$ cat src/design/pfta_pkg.sv
// Shared types and constants of the planar face texel address unit.
package pfta_pkg;

  localparam int WORD_W     = 32;
  localparam int FACE_WORDS = 15;

  // Cells after scaling are saturated to +-2^40 and fit in 42 signed bits.
  localparam int CELL_SAT_BITS = 40;
  localparam int CELL_W        = 42;
  localparam int DIFF_W        = CELL_W + 1;
  localparam int COL_W         = 31;

  localparam logic [31:0] INV_SPACING_RESET = 32'd65536;

  typedef enum logic {
    CMD_LOAD  = 1'b0,
    CMD_QUERY = 1'b1
  } cmd_t;

  typedef enum logic [1:0] {
    REG_ATLAS_W     = 2'd0,
    REG_ATLAS_H     = 2'd1,
    REG_INV_SPACING = 2'd2
  } reg_idx_t;

  // Word positions inside one face record.
  localparam logic [3:0] WI_ORG_X   = 4'd0;
  localparam logic [3:0] WI_ORG_Y   = 4'd1;
  localparam logic [3:0] WI_ORG_Z   = 4'd2;
  localparam logic [3:0] WI_U_X     = 4'd3;
  localparam logic [3:0] WI_U_Y     = 4'd4;
  localparam logic [3:0] WI_U_Z     = 4'd5;
  localparam logic [3:0] WI_U_START = 4'd6;
  localparam logic [3:0] WI_V_X     = 4'd7;
  localparam logic [3:0] WI_V_Y     = 4'd8;
  localparam logic [3:0] WI_V_Z     = 4'd9;
  localparam logic [3:0] WI_V_START = 4'd10;
  localparam logic [3:0] WI_TILE_X  = 4'd11;
  localparam logic [3:0] WI_TILE_Y  = 4'd12;
  localparam logic [3:0] WI_TILE_W  = 4'd13;
  localparam logic [3:0] WI_TILE_H  = 4'd14;

  // One write into the face table.
  typedef struct packed {
    logic              en;
    logic [3:0]        word;
    logic [WORD_W-1:0] data;
  } tbl_wr_t;

  // Record fields that ride along the pipeline next to the arithmetic.
  typedef struct packed {
    logic               bad;
    logic signed [31:0] start_u;
    logic signed [31:0] start_v;
    logic signed [31:0] tile_x;
    logic signed [31:0] tile_y;
    logic signed [31:0] tile_w;
    logic signed [31:0] tile_h;
  } side_t;

endpackage

$ cat src/design/pfta_scale.sv
// Scales a coordinate by the inverse spacing, floors it and saturates the cell.
module pfta_scale import pfta_pkg::*; #(
  parameter int FRAC_BITS = 16,
  parameter int U_W       = 66 - FRAC_BITS
) (
  input  logic                     clk,
  input  logic                     en_mul,
  input  logic                     en_sat,
  input  logic signed [U_W-1:0]    u,
  input  logic [31:0]              inv,
  output logic signed [CELL_W-1:0] cell_pos
);

  localparam int HI_W  = U_W - 32;
  localparam int P_W   = U_W + 32;
  localparam int SHIFT = 2 * FRAC_BITS;
  localparam logic signed [P_W-1:0] SAT_HI = P_W'(64'sd1) <<< CELL_SAT_BITS;
  localparam logic signed [P_W-1:0] SAT_LO = -SAT_HI;

  logic signed [HI_W-1:0]  u_hi;
  logic signed [32:0]      inv_s;
  logic [63:0]             lo_p;
  logic signed [HI_W+32:0] hi_p;
  logic signed [P_W-1:0]   full;
  logic signed [P_W-1:0]   q;
  logic signed [CELL_W-1:0] cell_pos_next;

  assign u_hi  = u[U_W-1:32];
  assign inv_s = {1'b0, inv};

  // Two partial products: the low 32 bits unsigned, the upper bits signed.
  always_ff @(posedge clk) begin
    if (en_mul) begin
      lo_p <= 64'(u[31:0]) * 64'(inv);
      hi_p <= u_hi * inv_s;
    end
  end

  always_comb begin
    full = (P_W'(hi_p) <<< 32) + P_W'($signed({1'b0, lo_p}));
    q    = full >>> SHIFT;
    if (q > SAT_HI) begin
      cell_pos_next = CELL_W'(SAT_HI);
    end else if (q < SAT_LO) begin
      cell_pos_next = CELL_W'(SAT_LO);
    end else begin
      cell_pos_next = CELL_W'(q);
    end
  end

  always_ff @(posedge clk) begin
    if (en_sat) begin
      cell_pos <= cell_pos_next;
    end
  end

endmodule

$ cat config.mk
export PLATFORM = sky130hd
export DESIGN_NAME = pfta_scale
export DESIGN_NICKNAME = d
export VERILOG_FILES = /design/src/design/pfta_pkg.sv /design/src/design/pfta_scale.sv
export SDC_FILE = /design/constraint.sdc
export NUM_CORES = 2
export LEC_CHECK = 0
export ABC_CLOCK_PERIOD_IN_PS = 14800
export BUFFER_PORTS_ARGS = -buffer_cell sky130_fd_sc_hd__buf_2
export CORE_MARGIN = 2
export CORE_UTILIZATION = 50
export CTS_CLUSTER_DIAMETER = 100
export CTS_CLUSTER_SIZE = 10
export DETAILED_ROUTE_END_ITERATION = 8
export PLACE_DENSITY_LB_ADDON = 0.25
export SKIP_CTS_REPAIR_TIMING = 1
export SLEW_MARGIN = 20
export SYNTH_ARGS = -nofsm -noshare
export SYNTH_HDL_FRONTEND = slang
export SYNTH_SLANG_ARGS = --single-unit
$ cat constraint.sdc
create_clock -name clk -period 14.8 [get_ports clk]
set_input_delay 1.48 -clock clk [delete_from_list [all_inputs] [get_ports clk]]
set_output_delay 1.48 -clock clk [all_outputs]
set_load 0.05 [all_outputs]
==> flow_summary_export.csv <==
group,metric,value,unit
cts,cts_root_buf,"clkbuf_16",
sta,worst_pin_slew,1.125,ns
sta,slew_viol_final,0,
critical_path,cp-start-kind,"input pin",
floorplanning,core,0.1122,mm²
layout,nets,7875,
cts,cts_htree_levels,4,
global_route,overflow,0,
drt,vias,40220,
floorplanning,chipWidth,340.0,µm
floorplanning,dieArea,0.1156,mm²
drt,vias_per_cell,5.376,
cts,cts.clk_slew.worst_paths,0.07,ns
critical_path,slowest_delay,0.78,ns
drt,drc,0,
floorplanning,fp.dieH,340.0,µm
sta,fin_worst_skew,0.01361,ns
drt,first_pass_iters,5,
placement,dp_hpwl,112900,µm
global_route,grt_pass1_wl,239000,µm
logic_synthesis,synth_top_flop_cell,"edfxtp_1",
cts,cts_tree,"built",
layout,nFillCells,10320,
cts,ctsLongestPathBuffers,2,
logic_synthesis,synth_area_leaders,"fa_1, ha_1, inv_1",
layout,multi_input_area,0.04617,mm²
critical_path,slowest_stage,"buf_2",
logic_synthesis,yosysWarnings,0,
logic_synthesis,synth-seq-cells,124,
sta,final_hold_viol_count,0,
logic_synthesis,synth_top_area_cell,"fa_1",
global_route,grt_pass1_vias,43900,
sta,setup_tns,0,ns
floorplanning,initial_core_util,0.5032,
placement,portBuffers,126,
sta,relSlewSlack,0.2499,
logic_synthesis,ys_async_sr_fraction,0,
flow_run,maxCapViolCount,0,
global_route,grt_use_total,0.2640,
critical_path,end_kind,"flop",
critical_path,path_class,"input pin to flop",
layout,syn2layout_area_growth,3.989,%
placement,gp_congestion,0.8998,
floorplanning,rows,123,
drt,routed_wl,145900,µm
drt,wire_per_inst,19.50,µm
sta,fmax,96.76,MHz
logic_synthesis,synth_common_cells,"inv_1, fa_1, nand2_1",
cts,cts_buffers,17,
logic_synthesis,postSynthAreaPerCell,9.259,µm²
drt,drt_first_iter_violations,2429,
critical_path,crit_top_cell,"fa_1",
worst_hold_path,hold_path_class,"flop to flop",
cts,insertion_delay,0.45,ns
run_status,status,"complete, no violations",
sta,setup-violations-final,0,
layout,drive_gt1_frac,0.04031,
critical_path,critical_path_required,14.99,ns
drt,antenna_left,0,
sta,layout_min_cycle_time,10.33,ns
critical_path,cp_max_fo,50,
sta,fin_crit_sh,0.6983,
logic_synthesis,synthesis.instances,6097,
critical_path,cp.arrival,10.53,ns
logic_synthesis,yosysTopAreaCellShare,0.4879,
global_route,grt_max_degree,77,
logic_synthesis,ys_types,80,
logic_synthesis,syn-num-nets,8006,
logic_synthesis,synth_edf_count,124,
cts,cts_sinks,124,
logic_synthesis,yosysSeqAreaShare,0.06596,
layout,seq_area,0.003724,mm²
sta,rsz0062_at_grt,"false",
global_route,antenna_found_initial,6,
logic_synthesis,synth_area,0.05645,mm²
logic_synthesis,synth_most_common_cell,"inv_1",
floorplanning,io_pins,127,
[metal layers]
| layer | wire length (µm) | vias up | part of all wire | track usage |
|---|---|---|---|---|
| met1 | 58270 | 21160 | 0.40 | 0.3399 |
| li1 | - | 17590 | - | - |
| met2 | 73790 | 1183 | 0.51 | 0.4609 |
| met5 | 24 | - | 0.00016 | 0 |
| met3 | 6920 | 290 | 0.047 | 0.02391 |
| met4 | 6863 | 6 | 0.047 | 0.1045 |
[sequential cells by signal (all words and copies together), names as in the netlist]
register,flops
lo_p,32
hi_p,50
cell_pos,42
[cell type report]
cell class                 count  share of cell area
timing repair buffer         183             0.01807
multi-input combinational   4235              0.7864
clock inverter                15            0.002962
sequential                   124             0.06343
clock buffer                  17            0.007246
tap                         1500             0.03197
antenna                        2          0.00008525
inverter                    1405             0.08983
[logic make-up after synthesis]
family          synth area share
simple gates              0.1698
fa+ha+maj                 0.5872
buf+inv                   0.1164
compound gates           0.04173
flops                    0.06596
xor+xnor                 0.01815
mux                    0.0007314
[layout by cell type, fill, tap and decap left out, drive strengths merged, types with 4 or more instances in the layout]
cell,instances
inv,1413
fa,1376
nand2,909
and2,747
ha,448
buf,183
edfxtp,124
a21oi,122
nor2,86
xnor2,78
o21ai,64
a21o,63
nand2b,44
xor2,39
nand4,28
nand3,26
nor2b,24
nor3,18
and3,18
clkbuf,17
o21a,12
o21bai,12
a31oi,11
a211oi,11
or3,8
a311oi,6
a2111oi,6
o211ai,6
o2111ai,5
o31ai,5
nor4,5
a221o,4
nor3b,4
a211o,4
[metrics by stage]
| step | setup WS [ns] | cell area (µm²) | hold WS, ns | util | cells |
|---|---|---|---|---|---|
| 2_1_floorplan | 5.696 | 56450 | 0.5789 | - | 6097 |
| 3_3_place_gp | 3.648 | 58100 | 0.6785 | 0.5178 | 7447 |
| 3_5_place_dp | 4.115 | 58100 | 0.6834 | 0.5179 | 7447 |
| 4_1_cts | 4.562 | 58700 | 0.7001 | 0.5232 | 7479 |
| 5_1_grt | 3.978 | 58700 | 0.7279 | 0.5232 | 7479 |
| 6_report | 4.465 | 58710 | 0.6935 | 0.5233 | 7481 |
[worst paths after layout]
kind | from | endpoint | slack, ns | cells past startpoint
hold reg to reg | hi_p[49] | cell_pos[41] | 0.69 | 2
setup reg to reg | lo_p[46] | cell_pos[15] | 10.34 | 14
hold / removal | hi_p[49] | cell_pos[41] | 0.69 | 2
setup / recovery | inv[7] | lo_p[55] | 4.47 | 29
[worst max-delay path: cells and delay by family]
family / cells / cell delay [ns]
compound gates: 10 / 3.39
xor+xnor: 1 / 0.15
fa+ha+maj: 9 / 4.05
buf+inv: 7 / 1.07
simple gates: 2 / 0.35
Power is left out: the tool's default activity adds up to more than one toggle a clock period on the data nets, which glitch-free logic cannot reach.
